$ cat config.mk
export PLATFORM = sky130hd
export DESIGN_NAME = rsvj_fifo
export DESIGN_NICKNAME = d
export VERILOG_FILES = /design/src/sv/rsvj_pkg.sv /design/src/sv/rsvj_fifo.sv
export SDC_FILE = /design/constraint.sdc
export NUM_CORES = 1
export LEC_CHECK = 0
export BUFFER_PORTS_ARGS = -buffer_cell sky130_fd_sc_hd__buf_4
export CAP_MARGIN = 20
export CORE_ASPECT_RATIO = 1.2
export CORE_UTILIZATION = 56
export CTS_BUF_LIST = sky130_fd_sc_hd__clkbuf_4
export DETAILED_ROUTE_END_ITERATION = 6
export PLACE_DENSITY = 0.78
export RECOVER_POWER = 25
export SYNTH_ARGS = -nofsm -noshare
export SYNTH_HDL_FRONTEND = slang
export SYNTH_SLANG_ARGS = --single-unit
$ cat constraint.sdc
create_clock -name clk_i -period 15 [get_ports clk_i]
set_input_delay 3 -clock clk_i [delete_from_list [all_inputs] [get_ports clk_i]]
set_output_delay 3 -clock clk_i [all_outputs]
set_load 0.01 [all_outputs]
$ cat src/sv/rsvj_pkg.sv
// Package for the RTP sequence check and jitter block.
// Holds field widths, register codes, reset values, record types and the divider step.
// Depends on nothing; every other file imports it.
`timescale 1ns / 1ps

package rsvj_pkg;

  localparam int SeqW      = 16;
  localparam int TsW       = 32;
  localparam int ArrW      = 48;
  localparam int SizeW     = 16;
  localparam int JitW      = 36;
  localparam int ExtW      = 32;
  localparam int PktW      = 32;
  localparam int ByteW     = 40;
  localparam int ProbW     = 8;
  localparam int RateW     = 20;
  localparam int BadW      = 17;
  localparam int CfgIdxW   = 2;
  localparam int CfgDataW  = 20;

  localparam logic [CfgIdxW-1:0] CfgProbation = 2'd0;
  localparam logic [CfgIdxW-1:0] CfgDropout   = 2'd1;
  localparam logic [CfgIdxW-1:0] CfgMisorder  = 2'd2;
  localparam logic [CfgIdxW-1:0] CfgClockRate = 2'd3;

  localparam logic [ProbW-1:0] ProbationRst = 8'd2;
  localparam logic [SeqW-1:0]  DropoutRst   = 16'd3000;
  localparam logic [SeqW-1:0]  MisorderRst  = 16'd100;
  localparam logic [RateW-1:0] ClockRateRst = 20'd90000;

  localparam logic [BadW-1:0]  BadNone  = 17'h10001;
  localparam logic [BadW-1:0]  SeqSpan  = 17'h10000;
  localparam logic [RateW-1:0] UsPerS   = 20'd1000000;

  // Divider pipeline layout: quotient bits per stage and stage positions.
  localparam int DivBits    = 4;
  localparam int DivAStages = 8;
  localparam int DivBStages = 5;
  localparam int DivBPad    = 32 - DivBStages * DivBits;
  localparam int MulStage   = DivAStages;
  localparam int DiffStage  = DivAStages + 1 + DivBStages;
  localparam int PipeDepth  = DiffStage + 1;

  localparam int FifoDepth  = 4;
  localparam int FifoPtrW   = 2;

  typedef enum logic [1:0] {
    JitKeep,
    JitClear,
    JitUpdate
  } jit_op_e;

  typedef struct packed {
    logic [ProbW-1:0] probation;
    logic [SeqW-1:0]  dropout;
    logic [SeqW-1:0]  misorder;
    logic [RateW-1:0] clock_rate;
  } rsvj_cfg_t;

  typedef struct packed {
    logic             accepted;
    jit_op_e          op;
    logic [ArrW-1:0]  elapsed;
    logic [TsW-1:0]   t_diff;
    logic [ExtW-1:0]  ext_seq;
    logic [PktW-1:0]  packets;
    logic [ByteW-1:0] bytes;
  } rsvj_rec_t;

  typedef struct packed {
    logic             accepted;
    jit_op_e          op;
    logic [ExtW-1:0]  ext_seq;
    logic [PktW-1:0]  packets;
    logic [ByteW-1:0] bytes;
    logic [TsW-1:0]   t_diff;
    logic [31:0]      e_part;
    logic [19:0]      rem;
    logic [31:0]      dq;
  } rsvj_pipe_t;

  // Restoring division by one million, DivBits quotient bits per call.
  function automatic rsvj_pipe_t div_step(input rsvj_pipe_t p);
    rsvj_pipe_t  r;
    logic [20:0] rem_w;
    r = p;
    for (int i = 0; i < DivBits; i++) begin
      rem_w = {r.rem, r.dq[31]};
      r.dq  = {r.dq[30:0], 1'b0};
      if (rem_w >= {1'b0, UsPerS}) begin
        rem_w   = rem_w - {1'b0, UsPerS};
        r.dq[0] = 1'b1;
      end
      r.rem = rem_w[19:0];
    end
    return r;
  endfunction

endpackage

$ cat src/sv/rsvj_fifo.sv
// Short queue of classified records between the front end and the jitter pipeline.
// Depends on rsvj_pkg for the record type and depth.
`timescale 1ns / 1ps

module rsvj_fifo import rsvj_pkg::*; (
  input  logic      clk_i,
  input  logic      rst_ni,
  input  logic      push_i,
  input  rsvj_rec_t rec_i,
  input  logic      pop_i,
  output rsvj_rec_t head_o,
  output logic      empty_o,
  output logic      full_o
);

  rsvj_rec_t           mem_q [FifoDepth];
  logic [FifoPtrW-1:0] wr_q, rd_q;
  logic [FifoPtrW:0]   cnt_q;
  logic                do_push, do_pop;

  assign empty_o = (cnt_q == '0);
  assign full_o  = (cnt_q == (FifoPtrW+1)'(FifoDepth));
  assign do_push = push_i && !full_o;
  assign do_pop  = pop_i && !empty_o;
  assign head_o  = mem_q[rd_q];

  always_ff @(posedge clk_i or negedge rst_ni) begin
    if (!rst_ni) begin
      wr_q  <= '0;
      rd_q  <= '0;
      cnt_q <= '0;
    end else begin
      if (do_push) begin
        wr_q <= wr_q + 1'b1;
      end
      if (do_pop) begin
        rd_q <= rd_q + 1'b1;
      end
      if (do_push && !do_pop) begin
        cnt_q <= cnt_q + 1'b1;
      end else if (do_pop && !do_push) begin
        cnt_q <= cnt_q - 1'b1;
      end
    end
  end

  always_ff @(posedge clk_i) begin
    if (do_push) begin
      mem_q[wr_q] <= rec_i;
    end
  end

endmodule

# Yosys cells after proc, flatten, opt, wreduce, memory -nomap -nowiden
# Memories as Yosys holds them, arrays and structs flattened.
# Cells that the tools add are included.
# W data, S select, Z words.
# word_totals
register_bits	7
mem_bits_rw	748
out_inout_bits	189
wordCells	23
mem_count	1
# memory_table
name	depth	word_bits	read_ports	rd_clocked_by_memory_dff	wr	line	text
mem_q	4	187	1	0	1	rsvj_fifo.sv:16	rsvj_rec_t mem_q [FifoDepth];
# op_classes
addsub	4
eq_ne	1
n_mux	4
n_reduce_logical	10
# op_table
operator	count
$mux W3	2
$add A2 B1 Y2 const B	2
$logic_and A1 B1 Y1	4
$logic_not A1 Y1	4
$add A3 B1 Y3 const B	1
$eq A3 B3 Y1 const B	1
$logic_not A3 Y1	1
$sub A3 B1 Y3 const B	1
$mux W1	2
$reduce_bool A2 Y1	1

# Longest topological paths before layout
# Gate-level depths: netlist of the first run.
# depth
ltp_word	7
mapped_depth	9
ltp_nobuf	8

# Least setup slack after synthesis of the first run
# Ideal clock, no wire load.
# synth_timing
path_kind	input-to-reg
startpoint	in push_i
endpoint	mem mem_q[0][0] (netlist bit), enable pin
setup_ps	570
arrival_ps	7544
required_time_ps	14430
setup_slack_ps	6886
stages	3
path_buffers	1
cell_sequence	nor2b_1 > buf_2 > and2_1
# synth_between
elab_chain_len	3
# synth_rtl
element	line	text
from (decl)	rsvj_fifo.sv:8	input logic push_i,
$logic_and A1 B1 Y1	rsvj_fifo.sv:23	assign do_push = push_i && !full_o;
net do_push	rsvj_fifo.sv:19	logic do_push, do_pop;
$mux W1	rsvj_fifo.sv:48	if (do_push) begin
$mux W1 (implied by the code)	rsvj_fifo.sv:49	mem_q[wr_q] <= rec_i;
to (decl)	rsvj_fifo.sv:16	
# The timed path passes the listed nets, and every way through them passes these cells.

==> out/results.ini, run 1 <==
[synth]
yosysWarnings = 0
synth_cells = 1013
synth_top_cells_by_area = edfxtp_1 (82%), mux4_2 (15%), dfrtp_1 (0.64%)
synth_area_mm2 = 0.0274
synth_seq_cells = 755
synth.avg_cell_area_um2 = 27.0
seq_area_frac_synth_pct = 82.7
post-synth-top-area-fraction_pct = 82.1
synth_cell_types = 19
yosys.area.top_type = edfxtp_1
synth_nets = 1210

[routing]
routed_wl_mm = 51.5
drtIter0Drc = 706
ant_nets = 0
vias_per_cell = 5.50
post_drt_wl_per_cell_um = 22.5
vias = 12600
drc = 0
drtPass1Iterations = 5

[clocking]
cts_tree = yes
cts_setup_buffers = 0
clockRootBuffer = clkbuf_4
max-clock-path-buffers = 3
numCtsBuffers = 173
cts.htree.levels = 4
clk_pin_slew_worst_paths_ns = 0.06
postCtsHoldBufs = 0
clock-sinks = 755
clk_latency_ns = 0.89
cts_resized = 0

[pwr]
power_density_mw_per_mm2 = 199
leakage_uw = 0.0109
vdd_drop_max_uv = 184

[critical_path]
path_class = register to primary output
path_max_fanout = 70
arrival_ns = 3.48
cp-start-kind = register
crit_required_ns = 12.00
cp-end-kind = primary output

[outcome]
status = complete, no violations

[final_layout]
syn2layout_area_growth_pct = 18.8
nNetsFinal = 1736
nFillCells = 3088
drive_gt1_share_pct = 42.9

[timing]
tightest_slew_ns = 1.10
hold_viol = 0
skew_ns = 0.0460
post-route-period-util_pct = 43.2
min_period_ns = 6.48
drv_slew = 0
relSlewSlack_pct = 26.9
max_freq_mhz = 154
setup_ws_ns = 8.52
finalSetupViolations = 0
grt_setup_unrepaired = no
fin_setup_tns_ns = 0

[flow_run]
cap_violations = 0

[placed_design]
port_buffers = 379
pre_cts_slack_ns = 8.08
routabilityCongestion = 0.727
hpwl_mm = 30.9

[die]
die_area_mm2 = 0.0498
core_mm2 = 0.0481
core.rowCount = 88
die_h_um = 244
start_util_pct = 56.9
io_pins = 380
fp.dieW_um = 204

[global_routing]
grt_pass1_wl_mm = 78.1
grt_overflow_total = 0
globalRouteTotalUtil_pct = 21.3
grt_antenna_before_repair = 8
grt_max_degree = 117
first_global_vias = 13600

[hold_path]
min-delay-path-class = register to register

## power breakdown
group,internal (µW),switching (µW)
Sequential,2790,144
Combinational,993,995
Clock,806,730
## Yosys cell counts (all sizes together)
cell type and number:
xnor2 4, ha 5, buf 37, edfxtp 748, nor2 1, nor3b 1, dfrtp 7, nor2b 1
xor2 2, and2 4, nand2 1, nand3 1, or3 1, inv 4, fa 1, mux4 187
clkbuf 6, mux2 2
## cells by family after synthesis
family | after synthesis | share of synthesized area [%]
buf+inv | 47 | 1.13
mux | 189 | 15.5
xor+xnor | 6 | 0.192
fa+ha+maj | 6 | 0.302
flops | 755 | 82.7
simple gates | 10 | 0.210
## cells in the final DEF, fill, tap and decap left out, types with 2 or more instances in the layout
master     Yosys  routed
edfxtp_1     748     748
buf_4          0     259
clkbuf_4       0     241
mux4_2       187     187
clkbuf_1       6     132
clkinv_1       0      37
diode_2        0       5
ha_1           5       5
dfrtp_1        7       5
inv_1          4       4
and2_4         0       4
xnor2_1        4       4
inv_2          0       4
bufinv_16      0       4
mux2_2         2       2
xor2_1         2       2
clkinv_4       0       2
buf_12         0       2
dfrtp_4        0       2
## stage by stage
stage	utilization [%]	cell area, µm²	power (µW)	hold slack, ns	instances
floorplan	-	27400	4200	0.447	1013
global placement	64.1	30800	5000	0.463	1992
detailed placement	64.2	30900	5040	0.478	1994
CTS	68.6	33000	6590	0.494	2284
global route	67.6	32500	6780	0.528	2288
finish	67.6	32500	6460	0.495	2289
## sequential cells by signal, indices dropped and copies added (netlist names)
register  cells
cnt_q         3
rd_q          2
mem_q       748
wr_q          2
## layout make-up
| class | count | area [µm²] | area share [%] |
|---|---|---|---|
| timing repair buffer | 394 | 2510 | 7.71 |
| tap | 630 | 788 | 2.42 |
| sequential | 755 | 22600 | 69.6 |
| clock inverter | 49 | 304 | 0.935 |
| clock buffer | 241 | 1810 | 5.56 |
| antenna | 5 | 12.5 | 0.0385 |
| inverter | 4 | 15.0 | 0.0462 |
| multi-input combinational | 211 | 4440 | 13.6 |
## per-layer routing
layer | routed length (µm) | track usage (%) | part of all wire, % | up-vias
met1 | 19500 | 26.3 | 38 | 6476
li1 | - | - | - | 5552
met4 | 1390 | 9.75 | 2.7 | 6
met2 | 26300 | 34.2 | 51 | 464
met5 | 39 | 0 | 0.076 | -
met3 | 4200 | 7.37 | 8.2 | 96
## path summary, 6_finish.rpt
path                           from      endpoint  slack (ns)  cells after the start
max in group asynchronous    rst_ni       rd_q[0]       12.64                      1
hold / removal             cnt_q[2]      cnt_q[2]        0.49                      1
setup reg to reg           cnt_q[2]  mem_q[2][59]       10.65                      5
setup / recovery            rd_q[1]    head_o[62]        8.52                      3
min in group asynchronous    rst_ni       rd_q[1]        2.04                      1
hold reg to reg            cnt_q[2]      cnt_q[2]        0.49                      1
## worst max-delay path: stages (launching register included)
cell     delay (ns)
dfrtp_4        0.97
buf_4          0.88
mux4_2         0.46
buf_4          0.17
Note: power is estimated with default switching activity, not from simulation.
==> run 2: changes to the inputs <==
- CORE_UTILIZATION: 56 -> 53
- PLACE_DENSITY: 0.78 -> 0.77
- clock period: 15 -> 5.25 ns (I/O delays scaled with it)
==> run 2 against run 1 <==
Against the previous run: register-to-register slack got worse by 8.0 ns; routed wire length is 1.3% higher; global-route usage fell by 0.81 points; largest power group unchanged; highest routed layer unchanged.
==> out/results.ini, run 2 (synthesized netlist as in run 1, its figures left out) <==
[outcome]
status = complete, no violations

[pwr]
vdd_drop_max_uv = 385
leakage_uw = 0.0110
power_density_mw_per_mm2 = 565
p_total_uw = 18400

[final_layout]
nNetsFinal = 1748
syn2layout_area_growth_pct = 19.3
reg_top3 = mem_q (748), cnt_q (3)
regMostFlops = mem_q
layout_commonest_cell = edfxtp_1
drive_gt1_share_pct = 43.3
finalNonFillerCells = 2313
final_cell_mix = edfxtp_1 (748), buf_4 (259), clkbuf_4 (243)
largest_reg_flops = 748
nFillCells = 3447

[critical_path]
crit_required_ns = 4.20
r2r_cells = 4
arrival_ns = 3.11
cp-start-kind = register
cp_cell_sequence = buf_4 > mux4_2 > buf_4
path_max_fanout = 37
cp_slowest_stage_delay_ns = 0.93
path_class = register to primary output
rr_startpoint = cnt_q[2]
r2r_end = mem_q[3][84]
rrSetupSlack_ns = 2.63
startpoint = rd_q[0]
slowest_stage = dfrtp_4
cp-end-kind = primary output
crit_top_cell = buf_4

[clocking]
postCtsHoldBufs = 1
clock-sinks = 755
cts_resized = 0
clockRootBuffer = clkbuf_4
cts_tree = yes
cts.htree.levels = 4
cts_setup_buffers = 0
clk_pin_slew_worst_paths_ns = 0.08
clk_latency_ns = 0.96
max-clock-path-buffers = 3
numCtsBuffers = 176

[timing]
grt_setup_unrepaired = no
setup_ws_ns = 1.09
hold_viol = 0
relSlewSlack_pct = 30.8
fin_setup_tns_ns = 0
min_period_ns = 4.16
drv_slew = 0
tightest_slew_ns = 1.04
finalSetupViolations = 0
skew_ns = 0.0439
post-route-period-util_pct = 79.2
max_freq_mhz = 241

[die]
io_pins = 380
start_util_pct = 54.0
die_area_mm2 = 0.0526
die_h_um = 251
core_mm2 = 0.0507
core.rowCount = 90
fp.dieW_um = 209

[placed_design]
port_buffers = 379
hpwl_mm = 31.4
routabilityCongestion = 0.718
pre_cts_slack_ns = 1.99
dp_cells = 2016

[hold_path]
whs_path_depth = 1
holdPathEnd = mem_q[0][142]
hp-start = rec_i[142]
min-delay-path-class = input port to register

[global_routing]
globalRouteTotalUtil_pct = 20.5
grt_max_degree = 95
first_global_vias = 13700
grt_pass1_wl_mm = 78.7
grt_overflow_total = 0
grt_antenna_before_repair = 8

[flow_run]
cap_violations = 0

[routing]
ant_nets = 0
post_drt_wl_per_cell_um = 22.5
vias_per_cell = 5.50
drtPass1Iterations = 4
drc = 0
routed_wl_mm = 52.1
drtIter0Drc = 749
vias = 12700

run 2: worst max-delay path by stage:
stage | to | slack (ns) | cells past startpoint
after floorplan | mem_q[0][0] | 1.18 | 3
after global placement | head_o[24] | 2.00 | 3
after detailed placement | head_o[153] | 1.99 | 3
after CTS | head_o[153] | 0.85 | 3
after global routing | head_o[24] | 0.77 | 3
final | head_o[131] | 1.09 | 3
run 2: layout make-up:
type / count / area [µm²] / area share, %
Sequential cell: 755 / 22600 / 69.4
Multi-Input combinational cell: 211 / 4440 / 13.6
Timing Repair Buffer: 403 / 2690 / 8.23
Clock buffer: 243 / 1820 / 5.59
Tap cell: 644 / 806 / 2.47
Clock inverter: 48 / 224 / 0.686
Inverter: 4 / 15.0 / 0.0460
Antenna cell: 5 / 12.5 / 0.0383
run 2: metrics by stage:
stage / utilization (%) / area [µm²] / hold slack [ns]
6_report: 64.4 / 32600 / 0.295
5_1_grt: 64.4 / 32600 / 0.179
4_1_cts: 65.4 / 33100 / 0.119
3_5_place_dp: 61.3 / 31100 / 0.481
3_3_place_gp: 61.3 / 31100 / 0.464
2_1_floorplan: - / 27400 / 0.447
run 2: where the power goes:
group	switching (µW)	total, µW	internal, µW
Combinational	2870	5790	2920
Clock	2090	4260	2170
Sequential	434	8390	7960
Total	5400	18400	13100
run 2: per-layer routing:
| metal | track usage [%] | wire (µm) | part of all wire [%] |
|---|---|---|---|
| met5 | 0 | 41 | 0.079 |
| met4 | 9.11 | 1350 | 2.6 |
| met3 | 8.49 | 4670 | 9.0 |
| met2 | 32.9 | 26700 | 51 |
| met1 | 24.5 | 19300 | 37 |
run 2: critical path, delay by kind of cell (launching register included):
family | cells | cell delay, ns
mux | 1 | 0.57
flops | 1 | 0.93
buf+inv | 2 | 0.61
