<file path="src/sv/rsvj_pkg.sv">
// Package for the RTP sequence check and jitter block.
// Holds field widths, register codes, reset values, record types and the divider step.
// Depends on nothing; every other file imports it.
`timescale 1ns / 1ps

package rsvj_pkg;

  localparam int SeqW      = 16;
  localparam int TsW       = 32;
  localparam int ArrW      = 48;
  localparam int SizeW     = 16;
  localparam int JitW      = 36;
  localparam int ExtW      = 32;
  localparam int PktW      = 32;
  localparam int ByteW     = 40;
  localparam int ProbW     = 8;
  localparam int RateW     = 20;
  localparam int BadW      = 17;
  localparam int CfgIdxW   = 2;
  localparam int CfgDataW  = 20;

  localparam logic [CfgIdxW-1:0] CfgProbation = 2'd0;
  localparam logic [CfgIdxW-1:0] CfgDropout   = 2'd1;
  localparam logic [CfgIdxW-1:0] CfgMisorder  = 2'd2;
  localparam logic [CfgIdxW-1:0] CfgClockRate = 2'd3;

  localparam logic [ProbW-1:0] ProbationRst = 8'd2;
  localparam logic [SeqW-1:0]  DropoutRst   = 16'd3000;
  localparam logic [SeqW-1:0]  MisorderRst  = 16'd100;
  localparam logic [RateW-1:0] ClockRateRst = 20'd90000;

  localparam logic [BadW-1:0]  BadNone  = 17'h10001;
  localparam logic [BadW-1:0]  SeqSpan  = 17'h10000;
  localparam logic [RateW-1:0] UsPerS   = 20'd1000000;

  // Divider pipeline layout: quotient bits per stage and stage positions.
  localparam int DivBits    = 4;
  localparam int DivAStages = 8;
  localparam int DivBStages = 5;
  localparam int DivBPad    = 32 - DivBStages * DivBits;
  localparam int MulStage   = DivAStages;
  localparam int DiffStage  = DivAStages + 1 + DivBStages;
  localparam int PipeDepth  = DiffStage + 1;

  localparam int FifoDepth  = 4;
  localparam int FifoPtrW   = 2;

  typedef enum logic [1:0] {
    JitKeep,
    JitClear,
    JitUpdate
  } jit_op_e;

  typedef struct packed {
    logic [ProbW-1:0] probation;
    logic [SeqW-1:0]  dropout;
    logic [SeqW-1:0]  misorder;
    logic [RateW-1:0] clock_rate;
  } rsvj_cfg_t;

  typedef struct packed {
    logic             accepted;
    jit_op_e          op;
    logic [ArrW-1:0]  elapsed;
    logic [TsW-1:0]   t_diff;
    logic [ExtW-1:0]  ext_seq;
    logic [PktW-1:0]  packets;
    logic [ByteW-1:0] bytes;
  } rsvj_rec_t;

  typedef struct packed {
    logic             accepted;
    jit_op_e          op;
    logic [ExtW-1:0]  ext_seq;
    logic [PktW-1:0]  packets;
    logic [ByteW-1:0] bytes;
    logic [TsW-1:0]   t_diff;
    logic [31:0]      e_part;
    logic [19:0]      rem;
    logic [31:0]      dq;
  } rsvj_pipe_t;

  // Restoring division by one million, DivBits quotient bits per call.
  function automatic rsvj_pipe_t div_step(input rsvj_pipe_t p);
    rsvj_pipe_t  r;
    logic [20:0] rem_w;
    r = p;
    for (int i = 0; i < DivBits; i++) begin
      rem_w = {r.rem, r.dq[31]};
      r.dq  = {r.dq[30:0], 1'b0};
      if (rem_w >= {1'b0, UsPerS}) begin
        rem_w   = rem_w - {1'b0, UsPerS};
        r.dq[0] = 1'b1;
      end
      r.rem = rem_w[19:0];
    end
    return r;
  endfunction

endpackage

</file>
<file path="src/sv/rsvj_in_if.sv">
// Input channel carrying one received packet item.
// Depends on rsvj_pkg for the field widths.
`timescale 1ns / 1ps

interface rsvj_in_if import rsvj_pkg::*; ();
  logic             valid;
  logic             ready;
  logic [SeqW-1:0]  sequence_number;
  logic [TsW-1:0]   rtp_timestamp;
  logic [ArrW-1:0]  arrival_us;
  logic [SizeW-1:0] packet_size;

  modport source (output valid, output sequence_number, output rtp_timestamp,
                  output arrival_us, output packet_size, input ready);
  modport sink (input valid, input sequence_number, input rtp_timestamp,
                input arrival_us, input packet_size, output ready);
endinterface

</file>
<file path="src/sv/rsvj_front.sv">
// Front end: sequence validation, probation and counters for each accepted item.
// Depends on rsvj_pkg and rsvj_in_if; pushes a classified record into the queue.
`timescale 1ns / 1ps

module rsvj_front import rsvj_pkg::*; (
  input  logic       clk_i,
  input  logic       rst_ni,
  input  rsvj_cfg_t  cfg_i,
  rsvj_in_if.sink    in_i,
  input  logic       full_i,
  output logic       push_o,
  output rsvj_rec_t  rec_o
);

  logic             started_q, started_d;
  logic [SeqW-1:0]  high_q, high_d;
  logic [BadW-1:0]  bad_q, bad_d;
  logic [SeqW-1:0]  wrap_q, wrap_d;
  logic [ProbW-1:0] prob_q, prob_d;
  logic [PktW-1:0]  pkt_q, pkt_d;
  logic [ByteW-1:0] byte_q, byte_d;
  logic [ArrW-1:0]  arr_q, arr_d;
  logic [TsW-1:0]   ts_q, ts_d;

  logic [SeqW-1:0]  seq;
  logic [SeqW-1:0]  delta;
  logic             ok;
  logic             clr;
  logic             chk;
  jit_op_e          op;

  assign in_i.ready = !full_i;
  assign push_o     = in_i.valid && !full_i;
  assign seq        = in_i.sequence_number;

  always_comb begin
    started_d = started_q;
    high_d    = high_q;
    bad_d     = bad_q;
    wrap_d    = wrap_q;
    prob_d    = prob_q;
    pkt_d     = pkt_q;
    byte_d    = byte_q;
    arr_d     = arr_q;
    ts_d      = ts_q;
    ok        = 1'b0;
    clr       = 1'b0;
    chk       = 1'b1;
    op        = JitKeep;

    if (!started_q) begin
      started_d = 1'b1;
      high_d    = seq;
      bad_d     = BadNone;
      wrap_d    = '0;
      pkt_d     = '0;
      byte_d    = '0;
      prob_d    = '0;
      clr       = 1'b1;
      if (cfg_i.probation == '0) begin
        ok  = 1'b1;
        chk = 1'b0;
      end else begin
        high_d = seq - 16'd1;
        prob_d = cfg_i.probation;
      end
    end

    delta = seq - high_d;

    if (chk) begin
      if (prob_d != '0) begin
        if (seq == high_d + 16'd1) begin
          high_d = seq;
          prob_d = prob_d - 8'd1;
          if (prob_d == '0) begin
            bad_d  = BadNone;
            wrap_d = '0;
            pkt_d  = '0;
            byte_d = '0;
            clr    = 1'b1;
            ok     = 1'b1;
          end
        end else begin
          prob_d = (cfg_i.probation != '0) ? cfg_i.probation - 8'd1 : '0;
          high_d = seq;
        end
      end else if ({1'b0, delta} < {1'b0, cfg_i.dropout}) begin
        if (seq < high_d) begin
          wrap_d = wrap_d + 16'd1;
        end
        high_d = seq;
        ok     = 1'b1;
      end else if ({1'b0, delta} <= SeqSpan - {1'b0, cfg_i.misorder}) begin
        if ({1'b0, seq} == bad_d) begin
          high_d = seq;
          bad_d  = BadNone;
          wrap_d = '0;
          pkt_d  = '0;
          byte_d = '0;
          prob_d = '0;
          clr    = 1'b1;
          ok     = 1'b1;
        end else begin
          bad_d = {1'b0, seq + 16'd1};
        end
      end else begin
        ok = 1'b1;
      end
    end

    if (ok) begin
      op     = (pkt_d != '0) ? JitUpdate : JitClear;
      arr_d  = in_i.arrival_us;
      ts_d   = in_i.rtp_timestamp;
      byte_d = byte_d + {{(ByteW-SizeW){1'b0}}, in_i.packet_size};
      pkt_d  = pkt_d + 32'd1;
    end else if (clr) begin
      op = JitClear;
    end
  end

  always_comb begin
    rec_o.accepted = ok;
    rec_o.op       = op;
    rec_o.elapsed  = in_i.arrival_us - arr_q;
    rec_o.t_diff   = in_i.rtp_timestamp - ts_q;
    rec_o.ext_seq  = {wrap_d, high_d};
    rec_o.packets  = pkt_d;
    rec_o.bytes    = byte_d;
  end

  always_ff @(posedge clk_i or negedge rst_ni) begin
    if (!rst_ni) begin
      started_q <= 1'b0;
      high_q    <= '0;
      bad_q     <= BadNone;
      wrap_q    <= '0;
      prob_q    <= '0;
      pkt_q     <= '0;
      byte_q    <= '0;
      arr_q     <= '0;
      ts_q      <= '0;
    end else if (push_o) begin
      started_q <= started_d;
      high_q    <= high_d;
      bad_q     <= bad_d;
      wrap_q    <= wrap_d;
      prob_q    <= prob_d;
      pkt_q     <= pkt_d;
      byte_q    <= byte_d;
      arr_q     <= arr_d;
      ts_q      <= ts_d;
    end
  end

endmodule

</file>
<file path="src/flat_wrapper.sv">
// flat-port wrapper written by rule: the top's interface ports become plain ports
module rsvj_front_flat import rsvj_pkg::*;
  (clk_i, rst_ni, cfg_i, full_i, push_o, rec_o, in_i_valid, in_i_sequence_number, in_i_rtp_timestamp, in_i_arrival_us, in_i_packet_size, in_i_ready);
  rsvj_in_if in_i_i ();
  input  logic clk_i;
  input  logic rst_ni;
  input  rsvj_cfg_t cfg_i;
  input  logic full_i;
  output logic push_o;
  output rsvj_rec_t rec_o;
  input wire logic [$bits(in_i_i.valid)-1:0] in_i_valid;
  input wire logic [$bits(in_i_i.sequence_number)-1:0] in_i_sequence_number;
  input wire logic [$bits(in_i_i.rtp_timestamp)-1:0] in_i_rtp_timestamp;
  input wire logic [$bits(in_i_i.arrival_us)-1:0] in_i_arrival_us;
  input wire logic [$bits(in_i_i.packet_size)-1:0] in_i_packet_size;
  output wire logic [$bits(in_i_i.ready)-1:0] in_i_ready;
  assign in_i_i.valid = in_i_valid;
  assign in_i_i.sequence_number = in_i_sequence_number;
  assign in_i_i.rtp_timestamp = in_i_rtp_timestamp;
  assign in_i_i.arrival_us = in_i_arrival_us;
  assign in_i_i.packet_size = in_i_packet_size;
  assign in_i_ready = in_i_i.ready;
  rsvj_front u_core (.clk_i(clk_i), .rst_ni(rst_ni), .cfg_i(cfg_i), .in_i(in_i_i), .full_i(full_i), .push_o(push_o), .rec_o(rec_o));
endmodule
</file>
<file path="config.mk">
export PLATFORM = sky130hd
export DESIGN_NAME = rsvj_front_flat
export DESIGN_NICKNAME = d
export VERILOG_FILES = /design/src/sv/rsvj_pkg.sv /design/src/sv/rsvj_in_if.sv /design/src/sv/rsvj_front.sv /design/src/flat_wrapper.sv
export SDC_FILE = /design/constraint.sdc
export NUM_CORES = 1
export LEC_CHECK = 0
export ABC_AREA = 0
export BUFFER_PORTS_ARGS = -buffer_cell sky130_fd_sc_hd__buf_2
export CAP_MARGIN = 20
export CORE_ASPECT_RATIO = 1.1
export CORE_UTILIZATION = 45
export DETAILED_ROUTE_END_ITERATION = 8
export GPL_ROUTABILITY_DRIVEN = 0
export PLACE_DENSITY = 0.72
export RECOVER_POWER = 100
export SLEW_MARGIN = 20
export SYNTH_ARGS = -nofsm -noshare
export SYNTH_HDL_FRONTEND = slang
export SYNTH_SLANG_ARGS = --single-unit
</file>
<file path="constraint.sdc">
create_clock -name clk_i -period 9.6 [get_ports clk_i]
set_input_delay 0.96 -clock clk_i [delete_from_list [all_inputs] [get_ports clk_i]]
set_output_delay 0.96 -clock clk_i [all_outputs]
set_load 0.01 [all_outputs]
</file>
After elaboration in Yosys (flattened, before gate mapping)
Index checks and enable logic that the tools add are counted.
{"block": "classes", "addsub": 12, "n_lt_le_gt_ge": 3, "eq_ne": 2, "muxes": 73, "reduce_logical": 8}
{"op": "$mux 40", "n": 9}
{"op": "$mux 32", "n": 9}
{"op": "$mux 16", "n": 16}
{"op": "$mux 17", "n": 8}
{"op": "$mux 8", "n": 9}
{"op": "$add 16x1->16 const B", "n": 3}
{"op": "$sub 48x48->48", "n": 1}
{"op": "$add 40x16->40", "n": 1}
{"op": "$add 32x1->32 const B", "n": 1}
{"op": "$lt 16x16->1", "n": 2}
{"op": "$reduce_bool 32->1", "n": 1}
{"op": "$sub 32x32->32", "n": 1}
{"op": "$mux 1", "n": 20}
{"op": "$eq 16x17->1", "n": 1}
{"op": "$le 16x17->1", "n": 1}
{"op": "$sub 17x16->17 const A", "n": 1}
{"op": "$eq 16x16->1", "n": 1}
{"op": "$logic_not 8->1", "n": 2}
{"op": "$reduce_bool 8->1", "n": 2}
{"op": "$sub 16x1->16 const B", "n": 1}
{"op": "$sub 16x16->16", "n": 1}
{"op": "$sub 8x1->8 const B", "n": 2}
{"op": "$mux 2", "n": 2}
{"op": "$reduce_and 2->1", "n": 1}
{"op": "other kinds (2)", "n": 2}
{"block": "word_totals", "ff_bits": 210, "input_bits": 176, "word_cells": 107}

Logic depth before layout (Yosys ltp)
Gate-level depths: netlist of the first run.
{"block": "logic_depth", "ltp_word": 12, "ltp_mapped": 44, "ltp_nobuf": 42}

Worst setup path before layout of the first run
Ideal clock, no wire load.
{"block": "synth_timing", "path_type": "input-to-output", "start": "in cfg_i[52] (netlist name)", "end": "out rec_o[39] (netlist name)", "arrival_ns": 9.407, "required_time_ns": 8.640, "setup_slack_ns": -0.767, "cell_stages": 43, "n_path_buf": 4, "path_cell_list": "inv_1 -> ha_1 -> nor3b_1 -> buf_2 -> nand2_2 -> a221oi_2 -> ha_1 -> inv_1 -> a211oi_1 -> mux2i_1 -> a22oi_1 -> a211oi_1 -> a221o_1 -> a31oi_1 -> maj3_1 -> nand4_1 -> a21oi_1 -> o311ai_0 -> [7 not listed] -> buf_6 -> a21oi_2 -> clkbuf_1 -> and2_1 -> ha_1 -> a21o_1 -> a21oi_1 -> o21ai_0 -> a21oi_1 -> o21ai_0 -> a221oi_1 -> a2111oi_0 -> or3_1 -> and2_1 -> o21ai_1 -> clkbuf_1 -> o21ai_0 -> a21oi_1"}
{"element": "start: declaration", "line": "flat_wrapper.sv:7", "source": "input rsvj_cfg_t cfg_i;"}
{"element": "end: declaration", "line": "flat_wrapper.sv:10", "source": "output rsvj_rec_t rec_o;"}

==> results of run 1 <==
worst min-delay path, stage by stage (launching register included):
cell	delay, ns
dfstp_2	0.39
inv_1	0.05
a32oi_1	0.05
how the worst min path moves through the flow:
| stage | start | end | slack, ns | cells after the start |
|---|---|---|---|---|
| 6_report | u_core.bad_q[0] | u_core.bad_q[0] | 0.50 | 2 |
| 5_1_grt | u_core.bad_q[0] | u_core.bad_q[0] | 0.52 | 2 |
| 4_1_cts | rst_ni | u_core.high_q[3] | 0.44 | 1 |
| 3_5_place_dp | u_core.bad_q[0] | u_core.bad_q[0] | 0.49 | 2 |
| 3_3_place_gp | u_core.bad_q[0] | u_core.bad_q[0] | 0.47 | 2 |
| 2_1_floorplan | u_core.bad_q[12] | u_core.bad_q[12] | 0.46 | 1 |
layout by cell type (no fill, tap or decap), types with 23 or more instances in the layout:
cell,Yosys,routed
a211oi_1,62,58
a21o_1,46,45
a21oi_1,137,123
a31oi_1,28,27
and2_1,36,31
and3_1,26,26
buf_2,50,284
buf_4,17,245
clkbuf_1,66,61
clkbuf_16,0,27
dfrtp_1,208,207
ha_1,141,134
inv_1,195,189
mux2_2,31,31
mux2i_1,49,49
nand2_1,201,198
nand3_1,201,196
nand4_1,40,40
nor2_1,181,179
nor3_1,67,64
o211ai_1,23,23
o21a_1,26,26
o21ai_0,202,186
o2bb2ai_1,30,30
xnor2_1,136,132
xor2_1,75,68
cell usage after synthesis (30+ instances only):
| cell | number | area (um^2) |
|---|---|---|
| xor2_1 | 75 | 657 |
| xnor2_1 | 136 | 1190 |
| and2_1 | 36 | 225 |
| nor2_1 | 181 | 679 |
| inv_1 | 195 | 732 |
| o21ai_0 | 202 | 1010 |
| mux2_2 | 31 | 349 |
| a211oi_1 | 62 | 465 |
| clkbuf_1 | 66 | 248 |
| nand4_1 | 40 | 250 |
| o2bb2ai_1 | 30 | 263 |
| nor3_1 | 67 | 335 |
| mux2i_1 | 49 | 490 |
| nand2_1 | 201 | 754 |
| a21o_1 | 46 | 345 |
| dfrtp_1 | 208 | 5200 |
| ha_1 | 141 | 1760 |
| a21oi_1 | 137 | 686 |
| nand3_1 | 201 | 1010 |
| buf_2 | 50 | 250 |
per-layer routing:
metal,GRT usage,vias to the layer above
li1,-,10900
met1,0.367,11100
met2,0.481,1162
met3,0.0412,223
met4,0.129,0
met5,0,-
power by group through the flow:
stage,Sequential [uW],Clock [uW],Combinational (uW)
3_3_place_gp,1260,0,3660
2_1_floorplan,1240,0,2570
3_5_place_dp,1270,0,3760
6_report,1270,1060,4060
4_1_cts,1260,1080,3910
5_1_grt,1300,1110,4420
kinds of logic (layout without fill, tap and decap cells):
| family | after synthesis | after routing | share of synthesized area |
|---|---|---|---|
| other | 0 | 5 | 0 |
| adders and majority gates | 148 | 148 | 0.0868 |
| AOI/OAI and AO/OA | 797 | 797 | 0.261 |
| muxes | 81 | 81 | 0.0394 |
| buffers and inverters | 360 | 849 | 0.0705 |
| xor gates and xnor gates | 211 | 211 | 0.0856 |
| DFF | 210 | 210 | 0.244 |
| and+or+nand+nor | 913 | 913 | 0.213 |
sequential cells by signal, indices dropped and copies added (netlist names):
signal	flops
u_core.byte_q	40
u_core.ts_q	32
u_core.arr_q	48
u_core.pkt_q	32
u_core.bad_q	17
u_core.wrap_q	16
u_core.started_q	1
u_core.prob_q	8
u_core.high_q	16
per-stage QoR:
step                instance area, um^2  TNS, ns  power, uW
floorplan                         21700        0       3800
global placement                  25000    -9.46       4930
detailed placement                25000   -15.14       5040
CTS                               26500   -0.808       6250
global route                      26900   -15.79       6820
finish                            26900    -4.42       6390
final cells by class:
type / count / share of cell area
tap: 637 / 0.0297
inverter: 198 / 0.0278
multi-input combinational: 2150 / 0.577
clock buffer: 35 / 0.0285
clock inverter: 12 / 0.00489
sequential: 210 / 0.196
antenna: 5 / 0.000466
timing repair buffer: 604 / 0.136
timing repair:
item	CTS	global route
gates resized for setup	63	80
pin swaps	40	46
endpoints found under the setup margin	27	32
setup buffers	48	15
==> flow_summary.toml, run 1 <==
[yosys]
syn_nets = 3041
ys_warn_count = 0
synth_edf_count = 0
syn_inst = 2720
ys_types = 107
synth-seq-cells = 210
seq_area_frac_synth = 0.244
syn-cell-area_um2 = 21600
async_flop_share = 1.00
avgSynthCellArea_um2 = 7.94
ys.flop_type = "dfrtp_1"

[pwr]
clkPwrFrac = 0.166
power_leakage_uw = 0.0121
powerDensity_nw_per_um2 = 238
peakVddDrop_v = 0.000195
pwr-share-comb = 0.636
p_sw_frac = 0.464
p_seq_frac = 0.198
internal-power_uw = 3430
p_sw_uw = 2970

[critical_path]
crit_start = "cfg_i[53]"
path_buf_inv = 22
ff2ff_path_depth = 40
reg2reg_from = "u_core.started_q"
arrival_ns = 8.94
critPathRequiredTime_ns = 8.64
max_stage_delay_ns = 0.42
startpoint_type = "input port"
worstSetupPathDepth = 51
end_kind = "primary output"
critical_path.most_common_cell = "buf_4"
crit_path_end = "rec_o[4]"
cpLargestDelayFamily = "buffers and inverters"
crit_type = "input port to primary output"
r2r_slack_ns = 1.38
crit_slowest_cell = "a2111oi_0"
reg2reg_to = "u_core.byte_q[16]"
crit_fanout = 4

[cts]
cts_tree = "built"
clk_pin_slew_ns = 0.06
cts_buffers = 27
clock_path_buffers = 3
cts_max_level = 1
clock_sinks = 210
insertion_delay_ns = 0.58
cts_hold_buf = 0
cts-root-buf = "clkbuf_16"

[final_layout]
n_fill_cell = 4176
multi_input_area_um2 = 15500
nNetsFinal = 3512
seqCellArea_um2 = 5260
layout-drive-gt1-share = 0.250
layout-area-overhead-vs-synth_pct = 24.5
utilization = 0.571
finalNonFillerCells = 3851

[global_routing]
grt_max_degree = 97
grt_overflow = 0
grt_pass1_wl_mm = 116
grt_pass1_vias = 22400
grt_usage = 0.288
antenna_found_initial = 5

[timing]
setup_ws_ns = -0.297
fmax_ghz = 0.101
timing.final.max_slew_violations = 292
fin_hold_ws_ns = 0.496
slew_headroom = -2.51
setup_viol = 23
fin_crit_sh = 1.03
finClkSkew_ns = 0.0148
finalHoldViolations = 0
fin_crit_ns = 9.90
rsz0062_at_grt = "true"
tightest_slew_ns = 5.26

[status]
violations = "max-capacitance violations, max-slew violations, negative setup slack"
outcome = "finished, violations left"

[detailed_routing]
top_layer = "met4"
avgRoutedWirePerCell_um = 19.2
drt-met1-wl_mm = 29.8
via_count = 23400
ant_nets = 0
totalWireLength_mm = 73.9
wl_met3_mm = 5.87
drc = 0
via_per_inst = 6.08
drt_iter0_markers = 2295
dr.pass1.iters = 6
wl_met2_mm = 35.0

[min_path]
hold_path_class = "register to register"

[floorplanning]
die_area_um2 = 48800
rows = 83
die_y_um = 232
floorplan.initialDensity = 0.459
io_pins = 365
die_x_um = 211
core_area_um2 = 47000

[job]
cap_violations = 4

[placed_design]
port_buffers = 344
dp.cells = 3740
place_hpwl_mm = 52.6
dp_slack_ns = -0.798
Note: power is estimated with default switching activity, not from simulation.
==> inputs of run 2 (changes only) <==
Settings changed: BUFFER_PORTS_ARGS -buffer_cell sky130_fd_sc_hd__buf_2 to -buffer_cell sky130_fd_sc_hd__buf_4, CORE_UTILIZATION 45 to 53, PLACE_DENSITY 0.72 to 0.82, SKIP_CTS_REPAIR_TIMING from default to 1.
==> flow_summary.toml, run 2 (synthesized netlist as in run 1, its figures left out) <==
[status]
outcome = "finished, violations left"
violations = "max-capacitance violations, max-slew violations, negative setup slack"

[min_path]
min_from = "u_core.bad_q[12]"
hold_path_end = "u_core.bad_q[12]"
hold_path_class = "register to register"
holdPathStages = 1

[floorplanning]
core_area_um2 = 40200
die_area_um2 = 41500
die_y_um = 214
floorplan.initialDensity = 0.537
io_pins = 365
die_x_um = 194
rows = 77

[detailed_routing]
avgRoutedWirePerCell_um = 20.1
dr.pass1.iters = 6
via_count = 23600
drc = 0
via_per_inst = 6.44
ant_nets = 0
totalWireLength_mm = 73.7
drt_iter0_markers = 2465

[cts]
cts-root-buf = "clkbuf_16"
clk_pin_slew_ns = 0.05
clock_sinks = 210
insertion_delay_ns = 0.56
cts_max_level = 1
cts_buffers = 27
clock_path_buffers = 3
cts_tree = "built"

[placed_design]
dp.cells = 3596
place_hpwl_mm = 51.9
port_buffers = 344

[global_routing]
grt_usage = 0.333
grt_overflow = 0
grt_pass1_vias = 22500
grt_max_degree = 99
grt_pass1_wl_mm = 114
antenna_found_initial = 0

[final_layout]
largest_reg_flops = 48
finalNonFillerCells = 3669
final_cell_mix = "475 x buf_4, 207 x dfrtp_1, 198 x nand2_1"
top_regs = "u_core.arr_q x48, u_core.byte_q x40"
layout-drive-gt1-share = 0.237
multi_input_area_um2 = 15500
layout-area-overhead-vs-synth_pct = 25.3
n_antenna_cell = 0
nNetsFinal = 3458
layout_commonest_cell = "buf_4"
seqCellArea_um2 = 5260
largest_register = "u_core.arr_q"
n_fill_cell = 3197

[pwr]
powerDensity_nw_per_um2 = 241
peakVddDrop_v = 0.000150
power_leakage_uw = 0.0121

[timing]
timing.final.max_slew_violations = 314
fin_hold_ws_ns = 0.501
fin_crit_ns = 10.12
fmax_ghz = 0.0988
setup_ws_ns = -0.520
fin_crit_sh = 1.05
finalHoldViolations = 0
tightest_slew_ns = 5.12
rsz0062_at_grt = "true"
slew_headroom = -2.41
setup_viol = 25
finClkSkew_ns = 0.0159

[critical_path]
crit_type = "input port to primary output"
end_kind = "primary output"
ff2ff_path_depth = 37
crit_slowest_cell = "or3b_4"
critPathRequiredTime_ns = 8.64
arrival_ns = 9.16
crit_fanout = 4
reg2reg_to = "u_core.byte_q[36]"
r2r_slack_ns = 1.10
max_stage_delay_ns = 0.45
startpoint_type = "input port"
critical_path.most_common_cell = "buf_6"
reg2reg_from = "u_core.started_q"

[job]
cap_violations = 4
run 2: how the worst max path moves through the flow:
stage / start / to / slack, ns / cells after the start
2_1_floorplan: cfg_i[52] / rec_o[39] / 0.04 / 42
3_3_place_gp: cfg_i[54] / rec_o[22] / -0.47 / 40
3_5_place_dp: cfg_i[54] / rec_o[18] / -0.80 / 40
4_1_cts: cfg_i[54] / rec_o[18] / -0.83 / 40
5_1_grt: cfg_i[57] / rec_o[25] / -0.77 / 45
6_report: cfg_i[57] / rec_o[21] / -0.52 / 45
run 2: layout make-up:
cell class	instances	share of cell area
clock buffer	36	0.0284
clock inverter	12	0.00541
multi-input combinational	2150	0.573
timing repair buffer	550	0.148
tap	513	0.0237
inverter	198	0.0276
sequential	210	0.195
run 2: critical path: cells and delay by family:
family          cells  cell delay [ns]
compound gates     19             3.33
simple gates        8             1.91
buf+inv            11             1.44
fa+ha+maj           4             0.93
xor+xnor            2             0.43
mux                 1             0.13
run 2: per-layer routing:
| layer | up-vias | global-route usage | share of wire |
|---|---|---|---|
| met4 | 0 | 0.150 | 0.046 |
| li1 | 10800 | - | - |
| met3 | 285 | 0.0563 | 0.089 |
| met2 | 1309 | 0.559 | 0.48 |
| met5 | - | 0 | 0 |
| met1 | 11300 | 0.421 | 0.39 |
run 2: report_power, final:
group / internal (uW) / total [uW] / leakage, uW / switching (uW)
sequential: 1130 / 1270 / 0.00242 / 143
combinational: 1740 / 4170 / 0.00920 / 2420
clock: 640 / 1070 / 0.000446 / 429
run 2: stage by stage:
stage / area, um^2 / utilization / TNS [ns] / power, uW / worst slack [ns]
global route: 27000 / 0.673 / -16.79 / 6920 / -0.768
detailed placement: 25500 / 0.635 / -16.13 / 5310 / -0.797
global placement: 25500 / 0.635 / -8.13 / 5150 / -0.473
CTS: 26400 / 0.658 / -17.45 / 6400 / -0.827
floorplan: 21700 / - / 0 / 3800 / 0.0392
finish: 27000 / 0.673 / -9.25 / 6510 / -0.520
